$ cat config.mk
export PLATFORM = sky130hd
export DESIGN_NAME = scancode_to_terminal_bytes_core
export DESIGN_NICKNAME = d
export VERILOG_FILES = /design/src/rtl/sc2tb_pkg.sv /design/src/rtl/sc2tb_front.sv /design/src/rtl/sc2tb_fifo.sv /design/src/rtl/sc2tb_back.sv /design/src/rtl/scancode_to_terminal_bytes_core.sv
export SDC_FILE = /design/constraint.sdc
export NUM_CORES = 1
export LEC_CHECK = 0
export BUFFER_PORTS_ARGS = -buffer_cell sky130_fd_sc_hd__buf_2
export CAP_MARGIN = 20
export CORE_MARGIN = 2
export CORE_UTILIZATION = 59
export CTS_BUF_LIST = sky130_fd_sc_hd__clkbuf_8 sky130_fd_sc_hd__clkbuf_16
export CTS_CLUSTER_DIAMETER = 200
export DETAILED_ROUTE_END_ITERATION = 8
export GPL_TIMING_DRIVEN = 1
export PLACE_DENSITY = 0.8
export SYNTH_ARGS = -nofsm -noshare
export SYNTH_HDL_FRONTEND = slang
export SYNTH_HIERARCHICAL = 1
export SYNTH_SLANG_ARGS = --single-unit
$ cat constraint.sdc
create_clock -name clk -period 3.9 [get_ports clk]
set_input_delay 0.39 -clock clk [delete_from_list [all_inputs] [get_ports clk]]
set_output_delay 0.39 -clock clk [all_outputs]
set_load 0.005 [all_outputs]
$ cat src/rtl/sc2tb_pkg.sv
`default_nettype none

package sc2tb_pkg;

  localparam int WORD_W = 16;
  localparam int BYTE_W = 8;

  // translate_mode codes
  localparam logic [1:0] MODE_ASCII = 2'd0;
  localparam logic [1:0] MODE_ESC   = 2'd1;
  localparam logic [1:0] MODE_WORD  = 2'd2;

  localparam logic [BYTE_W-1:0] CH_ESC    = 8'h1B;
  localparam logic [BYTE_W-1:0] CH_LBRACK = 8'h5B;
  localparam logic [BYTE_W-1:0] CH_TILDE  = 8'h7E;

  typedef enum logic {
    KIND_WORD,  // one word, last
    KIND_ESC    // escape run: ESC [ ch (~)
  } kind_t;

  // One queued job for the back end
  typedef struct packed {
    kind_t             kind;
    logic              long_run;  // escape run carries a trailing tilde
    logic [WORD_W-1:0] word;      // full word, or the escape char in the low byte
  } desc_t;

endpackage

`default_nettype wire

$ cat src/rtl/sc2tb_front.sv
`default_nettype none

module sc2tb_front (
  input  wire                         clk,
  input  wire                         rst_n,
  input  wire                         cfg_we,
  input  wire  [1:0]                  cfg_wdata,
  input  wire                         in_tvalid,
  output logic                        in_tready,
  input  wire  [sc2tb_pkg::WORD_W-1:0] in_tdata,
  input  wire                         q_ready,
  output logic                        q_push,
  output sc2tb_pkg::desc_t            q_desc
);
  import sc2tb_pkg::*;

  typedef struct packed {
    logic              hit;
    logic              long_run;
    logic [BYTE_W-1:0] ch;
  } esc_entry_t;

  function automatic esc_entry_t esc_lookup(input logic [BYTE_W-1:0] sc);
    esc_entry_t e;
    e.hit      = 1'b1;
    e.long_run = 1'b0;
    e.ch       = 8'h00;
    case (sc) inside
      [8'h3B:8'h44]: e.ch = 8'h61 + (sc - 8'h3B);  // F1..F10 -> a..j
      8'h85:         e.ch = 8'h6B;                 // k
      8'h86:         e.ch = 8'h6C;                 // l
      8'h47:         e.ch = 8'h48;                 // H
      8'h48:         e.ch = 8'h41;                 // A
      8'h4B:         e.ch = 8'h44;                 // D
      8'h4D:         e.ch = 8'h43;                 // C
      8'h4F:         e.ch = 8'h46;                 // F
      8'h50:         e.ch = 8'h42;                 // B
      8'h49: begin
        e.ch = 8'h35;
        e.long_run = 1'b1;
      end
      8'h51: begin
        e.ch = 8'h36;
        e.long_run = 1'b1;
      end
      8'h53: begin
        e.ch = 8'h33;
        e.long_run = 1'b1;
      end
      default: e.hit = 1'b0;
    endcase
    return e;
  endfunction

  logic [1:0]        mode_r;
  logic [BYTE_W-1:0] lo, hi;
  esc_entry_t        ent;
  logic              emits;

  always_ff @(posedge clk) begin
    if (!rst_n) begin
      mode_r <= MODE_ASCII;
    end else if (cfg_we) begin
      mode_r <= cfg_wdata;
    end
  end

  assign lo  = in_tdata[BYTE_W-1:0];
  assign hi  = in_tdata[WORD_W-1:BYTE_W];
  assign ent = esc_lookup(hi);

  always_comb begin
    emits           = 1'b0;
    q_desc.kind     = KIND_WORD;
    q_desc.long_run = ent.long_run;
    q_desc.word     = in_tdata;
    if (in_tdata == '0) begin
      emits = 1'b0;
    end else if (mode_r == MODE_WORD) begin
      emits = 1'b1;
    end else if (lo != '0) begin
      emits       = 1'b1;
      q_desc.word = {{(WORD_W-BYTE_W){1'b0}}, lo};
    end else if (mode_r == MODE_ESC && ent.hit) begin
      emits       = 1'b1;
      q_desc.kind = KIND_ESC;
      q_desc.word = {{(WORD_W-BYTE_W){1'b0}}, ent.ch};
    end
  end

  // items that produce nothing are consumed here
  assign in_tready = q_ready;
  assign q_push    = in_tvalid && q_ready && emits;

endmodule

`default_nettype wire

$ cat src/rtl/sc2tb_fifo.sv
`default_nettype none

module sc2tb_fifo #(
  parameter int DEPTH = 2
) (
  input  wire               clk,
  input  wire               rst_n,
  input  wire               push,
  input  sc2tb_pkg::desc_t  push_desc,
  output logic              ready,
  input  wire               pop,
  output logic              valid,
  output sc2tb_pkg::desc_t  pop_desc
);
  import sc2tb_pkg::*;

  localparam int AW = (DEPTH > 1) ? $clog2(DEPTH) : 1;
  localparam int CW = $clog2(DEPTH + 1);

  desc_t         mem [DEPTH];
  logic [AW-1:0] wr_ptr_r, rd_ptr_r;
  logic [CW-1:0] count_r;

  function automatic logic [AW-1:0] ptr_inc(input logic [AW-1:0] p);
    return (p == AW'(DEPTH - 1)) ? '0 : p + 1'b1;
  endfunction

  assign ready    = (count_r != CW'(DEPTH));
  assign valid    = (count_r != '0);
  assign pop_desc = mem[rd_ptr_r];

  always_ff @(posedge clk) begin
    if (push) begin
      mem[wr_ptr_r] <= push_desc;
    end
  end

  always_ff @(posedge clk) begin
    if (!rst_n) begin
      wr_ptr_r <= '0;
      rd_ptr_r <= '0;
      count_r  <= '0;
    end else begin
      if (push) wr_ptr_r <= ptr_inc(wr_ptr_r);
      if (pop)  rd_ptr_r <= ptr_inc(rd_ptr_r);
      if (push && !pop) begin
        count_r <= count_r + 1'b1;
      end else if (pop && !push) begin
        count_r <= count_r - 1'b1;
      end
    end
  end

endmodule

`default_nettype wire

$ cat src/rtl/sc2tb_back.sv
`default_nettype none

module sc2tb_back (
  input  wire                          clk,
  input  wire                          rst_n,
  input  wire                          q_valid,
  input  sc2tb_pkg::desc_t             q_desc,
  output logic                         q_pop,
  output logic                         out_tvalid,
  input  wire                          out_tready,
  output logic [sc2tb_pkg::WORD_W-1:0] out_tdata,
  output logic                         out_tlast
);
  import sc2tb_pkg::*;

  logic              act_r, act_nxt;
  desc_t             desc_r;
  logic [1:0]        step_r;
  logic              out_valid_r;
  logic [WORD_W-1:0] out_data_r, out_data_nxt;
  logic              out_last_r, out_last_nxt;

  desc_t      cur;
  logic [1:0] cur_step;
  logic       have, load;

  assign have     = act_r || q_valid;
  assign cur      = act_r ? desc_r : q_desc;
  assign cur_step = act_r ? step_r : 2'd0;
  assign load     = have && (!out_valid_r || out_tready);
  assign q_pop    = load && !act_r;

  always_comb begin
    out_data_nxt = cur.word;
    out_last_nxt = 1'b1;
    if (cur.kind == KIND_ESC) begin
      case (cur_step)
        2'd0:    out_data_nxt = {{(WORD_W-BYTE_W){1'b0}}, CH_ESC};
        2'd1:    out_data_nxt = {{(WORD_W-BYTE_W){1'b0}}, CH_LBRACK};
        2'd2:    out_data_nxt = cur.word;
        default: out_data_nxt = {{(WORD_W-BYTE_W){1'b0}}, CH_TILDE};
      endcase
      out_last_nxt = cur.long_run ? (cur_step == 2'd3) : (cur_step == 2'd2);
    end
    act_nxt = !out_last_nxt;
  end

  always_ff @(posedge clk) begin
    if (!rst_n) begin
      act_r       <= 1'b0;
      out_valid_r <= 1'b0;
    end else begin
      if (load) begin
        act_r       <= act_nxt;
        out_valid_r <= 1'b1;
      end else if (out_tready) begin
        out_valid_r <= 1'b0;
      end
    end
  end

  always_ff @(posedge clk) begin
    if (load) begin
      desc_r     <= cur;
      step_r     <= cur_step + 2'd1;
      out_data_r <= out_data_nxt;
      out_last_r <= out_last_nxt;
    end
  end

  assign out_tvalid = out_valid_r;
  assign out_tdata  = out_data_r;
  assign out_tlast  = out_last_r;

endmodule

`default_nettype wire

$ cat src/rtl/scancode_to_terminal_bytes_core.sv
`default_nettype none

// Channel  | Dir | tdata (low bit up)              | tlast
// ---------+-----+---------------------------------+---------------------------
// in_      | in  | [15:0] scan_code                | -
// out_     | out | [15:0] out_word                 | last word of an item's run
// cfg_     | in  | [1:0]  translate_mode (on cfg_we) | -
//
// One word leaves per cycle from the output register while out_tready is high;
// the front end is combinational; the back end emits 1, 3 or 4 words per item.
// Items that emit nothing are consumed by the front end and queue no job.
// The front end stalls only when the job queue (FIFO_DEPTH entries) is full.
// Reset is synchronous, active low; translate_mode resets to 0.
module scancode_to_terminal_bytes_core #(
  parameter int FIFO_DEPTH = 2
) (
  input  wire                          clk,
  input  wire                          rst_n,
  input  wire                          cfg_we,
  input  wire  [1:0]                   cfg_wdata,    // [1:0] translate_mode
  input  wire                          in_tvalid,
  output logic                         in_tready,
  input  wire  [sc2tb_pkg::WORD_W-1:0] in_tdata,     // [15:0] scan_code
  output logic                         out_tvalid,
  input  wire                          out_tready,
  output logic [sc2tb_pkg::WORD_W-1:0] out_tdata,    // [15:0] out_word
  output logic                         out_tlast
);
  import sc2tb_pkg::*;

  logic  q_push, q_ready, q_pop, q_valid;
  desc_t q_in, q_out;

  sc2tb_front u_front (
    .clk       (clk),
    .rst_n     (rst_n),
    .cfg_we    (cfg_we),
    .cfg_wdata (cfg_wdata),
    .in_tvalid (in_tvalid),
    .in_tready (in_tready),
    .in_tdata  (in_tdata),
    .q_ready   (q_ready),
    .q_push    (q_push),
    .q_desc    (q_in)
  );

  sc2tb_fifo #(.DEPTH(FIFO_DEPTH)) u_fifo (
    .clk       (clk),
    .rst_n     (rst_n),
    .push      (q_push),
    .push_desc (q_in),
    .ready     (q_ready),
    .pop       (q_pop),
    .valid     (q_valid),
    .pop_desc  (q_out)
  );

  sc2tb_back u_back (
    .clk        (clk),
    .rst_n      (rst_n),
    .q_valid    (q_valid),
    .q_desc     (q_out),
    .q_pop      (q_pop),
    .out_tvalid (out_tvalid),
    .out_tready (out_tready),
    .out_tdata  (out_tdata),
    .out_tlast  (out_tlast)
  );

`ifndef ASSERT_OFF
  a_no_push_full: assert property (@(posedge clk) disable iff (!rst_n)
    q_push |-> q_ready) else $error("push into full job queue");

  a_no_pop_empty: assert property (@(posedge clk) disable iff (!rst_n)
    q_pop |-> q_valid) else $error("pop from empty job queue");

  a_zero_item_dropped: assert property (@(posedge clk) disable iff (!rst_n)
    (in_tvalid && in_tready && in_tdata == '0) |-> !q_push)
    else $error("zero word queued a job");

  a_mid_run_byte: assert property (@(posedge clk) disable iff (!rst_n)
    (out_tvalid && !out_tlast) |-> out_tdata[WORD_W-1:BYTE_W] == '0)
    else $error("non-final word is not a byte");
`endif

endmodule

`default_nettype wire

==> results of run 1 <==
## report_power, final
group	total (uW)	leakage, uW	internal (uW)	switching, uW
clock	614	0.000100	301	312
sequential	1520	0.000774	1400	126
combinational	990	0.000869	438	553
total	3130	0.00174	2140	991
## registers in the layout, indices dropped and copies added (netlist names), named ones only
signal             cells
u_back/out_tvalid      1
u_fifo/mem            36
u_fifo/count_r         2
u_back/step_r          2
u_fifo/rd_ptr_r        1
u_fifo/wr_ptr_r        1
u_front/mode_r         2
u_back/desc_r         18
u_back/out_tlast       1
u_back/out_tdata      16
u_back/act_r           1
## routing by layer
metal,wire (um),GRT usage,share of wire,vias to the layer above
met2,3360,0.312,0.48,42
met4,114,0.0853,0.016,0
met5,0,0,0,-
met1,3370,0.268,0.48,1149
met3,179,0.0408,0.025,8
li1,-,-,-,1217
## layout make-up
type                            count  area (um2)  share of cell area
Sequential cell                    82        2370               0.526
Inverter                           17        63.8              0.0141
Clock buffer                        9         124              0.0275
Timing Repair Buffer               44         228              0.0505
Tap cell                           80         100              0.0222
Multi-Input combinational cell    196        1550               0.343
Clock inverter                      7        77.6              0.0172
## path summary, 6_finish.rpt
| kind | start | to | slack [ps] | cells past startpoint |
|---|---|---|---|---|
| max | in_tdata[13] | u_fifo/count_r[1] | 1090 | 9 |
| min | in_tdata[7] | u_fifo/mem[1][7] | 260 | 1 |
| max reg2reg | u_back/act_r | u_back/out_tdata[10] | 1650 | 6 |
| min reg2reg | u_fifo/count_r[1] | u_fifo/count_r[1] | 520 | 2 |
## placed cells by master (no fill, tap or decap), types with 8 or more instances in the layout
master / count
buf_2: 41
nand2_1: 23
dfxtp_1: 9
nand2b_1: 8
mux2_1: 18
inv_1: 15
nor2_1: 17
o21ai_0: 11
edfxtp_1: 73
clkbuf_8: 9
## stage by stage
stage	hold slack, ps	cells
final	263	435
after global routing	258	435
after floorplan	465	310
after CTS	254	435
after global placement	484	419
after detailed placement	505	419
## cell families (layout without fill, tap and decap cells)
kind of cell | count (synthesis) | after routing | share of synthesized area
AO/OA/AOI/OAI | 47 | 47 | 0.0915
AND/OR/NAND/NOR | 98 | 98 | 0.141
XOR/XNOR | 7 | 7 | 0.0150
adder cells (fa/ha/maj) | 6 | 6 | 0.0184
multiplexers | 38 | 38 | 0.112
flip-flops | 82 | 82 | 0.582
buffers and inverters | 32 | 77 | 0.0405
==> results.toml, run 1 <==
[sta]
fmax_mhz = 356
grt_setup_unrepaired = "no"
final.period_utilization = 0.720
slew_headroom = 0.304
setup_tns_ps = 0
setup_viol = 0
hold_violations = 0
skew_ps = 15.3
setup_slack_ps = 1090
slew_viol_final = 0
worstMarginPinSlew_ps = 1040
min_period_ps = 2810

[logic_synthesis]
yosys_register_bits = 82
netlist.area_leader.share = 0.538
yosysMostFrequentCell = "edfxtp_1"
async_flop_share = 0
synth_top_area_cell = "edfxtp_1"
synthesis.area_mm2 = 0.00408
yosys-top-cells-area = "edfxtp_1 (54%), mux2_1 (5.0%), dfxtp_1 (4.4%)"
synth_cell_types = 70
yosysWarningCount = 6
syn_avg_cell_area_um2 = 13.1
ys.flop_type = "edfxtp_1"
postSynthCellCount = 310
syn_nets = 339
ys_top_cells_by_count = "edfxtp_1 (73), nand2_1 (23), mux2_1 (18), nor2_1 (18), inv_1 (15)"
seq_area_frac_synth = 0.582
synth_edf_count = 73

[final_layout]
nFillCells = 511
antennaDiodeCount = 0
nets = 379
syn_to_final_growth_pct = 10.7
fin_area_mm2 = 0.00451
utilization = 0.668
layout-drive-gt1-share = 0.287

[setup_path]
worstPathArrival_ps = 3080
startpoint_type = "primary input"
slowest_delay_ps = 560
crit_required_ps = 4180
path_cells = "buf_2, or4b_4, or3_4, a32o_2, and3_4, a311oi_2, ha_1, or3_1, a21boi_1"
setup.worst_path.end_class = "register"
cp_top_family = "simple AND/OR/NAND/NOR gates"
crit_type = "primary input to register"
worst-path-buf-inv = 1
cp_max_fo = 8
slowest_stage = "or4b_4"

[floorplan]
ios = 42
initial_utilization = 0.603
design.core.area_mm2 = 0.00676
die_w_um = 87.1
die_y_um = 87.1
dieArea_mm2 = 0.00759
rows = 30

[clock_tree]
cts_tree = "done"
cts_root_buf = "clkbuf_8"
cts_resized = 0
cts.sinks = 82
ctsHoldBuffers = 0
clockBufferDepth = 2
htree_levels = 3
cts_buffers = 9
path_clk_slew_ps = 90
worst_skew_pair.late_latency_ps = 340
cts_setup_buffers = 0

[route]
drtPass1Iterations = 4
avgRoutedWirePerCell_um = 16.1
ant_nets = 0
viasPerCell = 5.55
drcViolationCount = 0
drtIter0Drc = 149
wirelength_mm = 7.03
vias = 2416

[placed_design]
dpl.hpwl_mm = 4.87
dp_worst_setup_slack_ps = 748
placed_cell_area_mm2 = 0.00431
port_buffers = 41
place.gp.congestion = 0.850

[power_and_ir_drop]
ir_drop_mv = 0.376
total_leakage_power_uw = 0.00174
powerDensity_mw_per_mm2 = 693
design_power_total_uw = 3130

[run_status]
outcome = "completed"

[grt]
grt_pass1_vias = 2347
gr-total-overflow = 0
grt_usage = 0.198
grt_max_degree = 38
grt_pass1_wl_mm = 11.3
antenna_found_initial = 0

[flow_run]
maxCapViolations = 0

[min_path]
holdCritPathClass = "primary input to register"
No activity file was read; power rests on OpenSTA's default activity.
==> inputs of run 2 (changes only) <==
ABC_AREA = 1   (was unset)
CORE_UTILIZATION = 58   (was 59)
PLACE_DENSITY = 0.79   (was 0.8)
clock period = 2.71 ns   (was 3.9 ns; I/O delays follow)
==> run 2 against run 1 <==
Worst setup slack got worse by 330 ps. Non-clock buffer count increased by 3. Flip-flop and latch count unchanged. Highest routed layer unchanged. Combinational power increased by 47%. Core utilization increased by 0.19 points. Total power increased by 43%.
==> results.toml, run 2 <==
[logic_synthesis]
synthXorXnorAreaFrac = 0.00442
synth_edf_count = 73
synth-compound-area-share = 0.0506
seq_area_frac_synth = 0.599
netlist.area_leader.share = 0.554
synthMuxAreaShare = 0.0607
synth_top_area_cell = "edfxtp_1"
yosysWarningCount = 6
postSynthCellCount = 391
async_flop_share = 0
syn_nets = 420
syn_avg_cell_area_um2 = 10.1
yosysMostFrequentCell = "nand2_1"
ys_top_cells_by_count = "nand2_1 (125), edfxtp_1 (73), inv_1 (41)"
synthSimpleGateAreaFrac = 0.205
synth_top_family_by_area = "simple AND/OR/NAND/NOR gates"
ys.flop_type = "edfxtp_1"
synth_cell_types = 34
yosys-top-cells-area = "edfxtp_1 (55%), nand2_1 (12%), dfxtp_1 (4.5%)"
synthesis.area_mm2 = 0.00396
yosys.area_share.adder = 0.0190
yosys_register_bits = 82

[setup_path]
cp_top_family = "simple AND/OR/NAND/NOR gates"
setup.worst_path.end_class = "register"
startpoint_type = "primary input"
crit_top_cell = "nand2_1"
slowest_stage = "buf_4"
worst-path-buf-inv = 5
worstPathArrival_ps = 1960
r2r_slack_ps = 940
crit_required_ps = 2720
worst-r2r-cell-count = 9
reg2reg_to = "u_back/out_tdata[12]"
slowest_delay_ps = 260
path_cells = "buf_2, inv_2, nand2_1, nor2_4, nand2_1, nand3_1, a21oi_1, nand2_2, nand2_4, nand3_1, nand2_1, inv_1, nand2_1, inv_1, buf_4"
cp_max_fo = 18
crit_type = "primary input to register"

[route]
drtIter0Drc = 99
wirelength_mm = 7.23
drcViolationCount = 0
viasPerCell = 5.32
drtPass1Iterations = 5
ant_nets = 0
avgRoutedWirePerCell_um = 13.7
vias = 2803

[placed_design]
dpl.hpwl_mm = 5.41
port_buffers = 41
place.gp.congestion = 1.00
dp_worst_setup_slack_ps = 467

[grt]
grt_pass1_vias = 2682
grt_usage = 0.204
antenna_found_initial = 0
grt_pass1_wl_mm = 11.9
gr-total-overflow = 0
grt_max_degree = 40

[clock_tree]
ctsHoldBuffers = 0
cts_resized = 0
cts_root_buf = "clkbuf_8"
cts.sinks = 82
cts_setup_buffers = 0
clockBufferDepth = 2
path_clk_slew_ps = 80
htree_levels = 3
worst_skew_pair.late_latency_ps = 330
cts_tree = "done"
cts_buffers = 9

[sta]
slew_headroom = 0.687
final.period_utilization = 0.718
setup_slack_ps = 765
whs_ps = 150
grt_setup_unrepaired = "no"
setup_tns_ps = 0
min_period_ps = 1940
setup_viol = 0
slew_viol_final = 0
fmax_mhz = 514
hold_violations = 0
worstMarginPinSlew_ps = 469
skew_ps = 12.5

[final_layout]
layout-drive-gt1-share = 0.230
top_register = "u_fifo/mem"
syn_to_final_growth_pct = 13.0
utilization = 0.670
nets = 471
antennaDiodeCount = 0
nFillCells = 535
layout_common_cells = "nand2_1 (125), edfxtp_1 (73), inv_1 (43)"
final_common_cell = "nand2_1"
largest_reg_flops = 36

[flow_run]
maxCapViolations = 0

[floorplan]
die_y_um = 86.6
die_w_um = 86.6
initial_utilization = 0.593
design.core.area_mm2 = 0.00668
ios = 42
rows = 30
dieArea_mm2 = 0.00750

[power_and_ir_drop]
powerDensity_mw_per_mm2 = 1000
ir_drop_mv = 0.507
total_leakage_power_uw = 0.00206

[run_status]
outcome = "completed"

[min_path]
min_from = "in_tdata[7]"
holdCritPathClass = "primary input to register"
hold_depth = 1
hold_path_end = "u_fifo/mem[1][7]"
run 2: where the power goes:
part	leakage, uW	switching [uW]	internal [uW]	total (uW)
Clock	0.000112	404	512	916
Sequential	0.000778	112	1990	2100
Combinational	0.00117	912	547	1460
run 2: cell families (layout without fill, tap and decap cells):
family                   count (synthesis)  count (layout)
buffers and inverters                   57             113
flip-flops                              82              82
AND/OR/NAND/NOR                        190             190
adder cells (fa/ha/maj)                  6               6
XOR/XNOR                                 2               2
multiplexers                            18              18
AO/OA/AOI/OAI                           36              36
run 2: layout make-up:
class	instances	area, um2	area share
Clock buffer	9	124	0.0277
Clock inverter	7	88.8	0.0199
Inverter	50	188	0.0419
Multi-Input combinational cell	252	1350	0.302
Sequential cell	82	2370	0.530
Tap cell	80	100	0.0224
Timing Repair Buffer	47	250	0.0559
run 2: worst register-to-register path, stage by stage (launching register included):
cell and delay [ps]:
dfxtp_1 310, buf_4 280, mux2_2 390, nand2_2 100, nand2_4 80, nand2_1 120
o21ai_2 90, inv_2 140, nand2_1 80, inv_1 60
run 2: through the flow:
step	instance area, um2	std cells	total power (uW)
CTS	4470	527	4520
global route	4470	527	4760
detailed placement	4260	511	3600
floorplan	3960	391	3180
finish	4470	527	4480
global placement	4260	511	3530
run 2: worst max path at each step:
stage | slack [ps] | from | endpoint | depth (start not counted)
finish | 770 | in_tdata[13] | u_fifo/mem[1][9] | 15
CTS | 790 | in_tdata[13] | u_fifo/mem[1][10] | 15
global placement | 480 | in_tdata[15] | u_fifo/mem[0][14] | 15
floorplan | 280 | u_fifo/count_r[0] | u_fifo/count_r[1] | 13
global route | 610 | in_tdata[15] | u_fifo/mem[1][10] | 15
detailed placement | 470 | in_tdata[13] | u_fifo/mem[1][15] | 15
run 2: per-layer routing:
layer,share of wire,GRT usage
met4,0.026,0.107
met3,0.044,0.0362
met5,0,0
met2,0.50,0.342
met1,0.43,0.253
==> inputs of run 3 (changes only) <==
clock period = 2 ns   (was 2.71 ns; I/O delays follow)
==> run 3 against run 2 <==
Final cell count is 1.5% higher. Via count shrank 2.0%. Register-to-register slack got worse by 600 ps. Core utilization is 1.1 points higher. Clock power rose by 27%. Sequential power rose by 36%. First-iteration DRC count is 29% higher. Hold slack worse by 89 ps. Count of clock-buffer cells in the layout is the same. Non-clock buffer count rose by 8. Flip-flop and latch count is the same. Wire length rose by 1.1%.
==> results.toml, run 3 (synthesis results as in run 2) <==
[clock_tree]
cts_resized = 0
cts_root_buf = "clkbuf_8"
htree_levels = 3
worst_skew_pair.late_latency_ps = 350
ctsHoldBuffers = 0
cts_tree = "done"
clockBufferDepth = 2
cts.sinks = 82
cts_buffers = 9
path_clk_slew_ps = 90
cts_setup_buffers = 0

[power_and_ir_drop]
design_power_total_uw = 6040
total_leakage_power_uw = 0.00208
combPwrFrac = 0.334
swShare = 0.331
intPower_uw = 4040
ir_drop_mv = 0.640
clkPwrFrac = 0.192
powerDensity_mw_per_mm2 = 1330
p_seq_frac = 0.474
power.switching_uw = 2000

[placed_design]
dp_worst_setup_slack_ps = -59.4
dpl.hpwl_mm = 5.36
port_buffers = 41
place.gp.congestion = 0.929

[min_path]
min_from = "in_tdata[7]"
holdCritPathClass = "primary input to register"

[sta]
min_period_ps = 1710
skew_ps = 11.9
slew_viol_final = 0
setup_tns_ps = 0
worstMarginPinSlew_ps = 495
fmax_mhz = 584
whs_ps = 61.5
final.period_utilization = 0.856
setup_viol = 0
setup_slack_ps = 288
hold_violations = 0
grt_setup_unrepaired = "no"
slew_headroom = 0.670

[setup_path]
cp_max_fo = 5
worstPathArrival_ps = 2000
slowest_stage = "ha_1"
crit_top_cell = "nand2_1"
crit_required_ps = 2290
path_cells = "buf_2, inv_2, nand2_1, inv_2, o21ai_1, nand2_1, nor2_2, nand2_2, nand2_4, nand3_1, nand2_1, inv_1, ha_1, inv_1, nand3_1, nand2_1, inv_1, nor2_1"
worstSetupStartpoint = "in_tdata[9]"
timing.rr.start = "u_back/act_r"
reg2reg_to = "u_back/out_tdata[13]"
r2r_slack_ps = 340
crit_end = "u_fifo/count_r[1]"
worst-path-buf-inv = 6
crit_cells = 18
crit_type = "primary input to register"
cp_top_family = "simple AND/OR/NAND/NOR gates"
worst-r2r-cell-count = 8
slowest_delay_ps = 320
setup.worst_path.end_class = "register"
startpoint_type = "primary input"

[floorplan]
rows = 30
die_w_um = 86.6
ios = 42
initial_utilization = 0.593
die_y_um = 86.6
dieArea_mm2 = 0.00750
design.core.area_mm2 = 0.00668

[flow_run]
maxCapViolations = 0

[final_layout]
nets = 479
antennaDiodeCount = 0
layout-drive-gt1-share = 0.246
utilization = 0.681
syn_to_final_growth_pct = 14.8
top_register = "u_fifo/mem"
largest_reg_flops = 36
final_common_cell = "nand2_1"
layout_common_cells = "nand2_1 (125), edfxtp_1 (73), inv_1 (42)"

[grt]
grt_max_degree = 40
grt_pass1_wl_mm = 12.0
gr-total-overflow = 0
grt_pass1_vias = 2603
grt_usage = 0.212
antenna_found_initial = 0

[route]
vias = 2748
ant_nets = 0
avgRoutedWirePerCell_um = 13.7
viasPerCell = 5.14
drtIter0Drc = 128
wirelength_mm = 7.31
drtPass1Iterations = 4
drcViolationCount = 0

[run_status]
outcome = "completed"
## run 3: metal layers
layer  vias up  wire, um  track usage
met1      1247      3250        0.268
met5         -         0            0
met2        74      3640        0.354
met3         4       330       0.0600
met4         0        82       0.0696
li1       1423         -            -
## run 3: worst reg2reg max path: stages (launching register included)
cell and delay [ps]:
dfxtp_1 460, nand2_1 150, inv_1 100, ha_1 250, nand2_1 130, o21ai_2 100
inv_2 120, nand2_1 80, inv_1 40
## run 3: how the worst min path moves through the flow
stage	endpoint	slack [ps]	depth (start not counted)
floorplan	u_fifo/wr_ptr_r	320	2
global placement	u_fifo/mem[0][7]	430	1
detailed placement	u_fifo/mem[1][7]	430	1
CTS	u_fifo/mem[0][7]	50	1
global route	u_fifo/mem[0][7]	50	1
finish	u_fifo/mem[1][7]	60	1
## run 3: area by class of cell
class / instances / area (um2)
flip-flops and latches: 82 / 2370
fillers: 517 / 2130
multi-input cells: 252 / 1360
repair buffers: 55 / 335
inverters: 50 / 188
clock buffers: 9 / 124
well taps: 80 / 100
clock inverters: 7 / 70.1
## run 3: power groups by stage
stage               combinational, uW  clock, uW  sequential, uW
finish                           2010       1160            2860
global placement                 1940          0            2870
CTS                              2010       1190            2870
detailed placement               2000          0            2910
floorplan                        1430          0            2890
global route                     2260       1260            2920
## run 3: stage by stage
| step | instances | area, um2 |
|---|---|---|
| final | 535 | 4550 |
| after global routing | 535 | 4550 |
| after CTS | 535 | 4550 |
| after detailed placement | 519 | 4350 |
| after global placement | 519 | 4350 |
| after floorplan | 391 | 3980 |
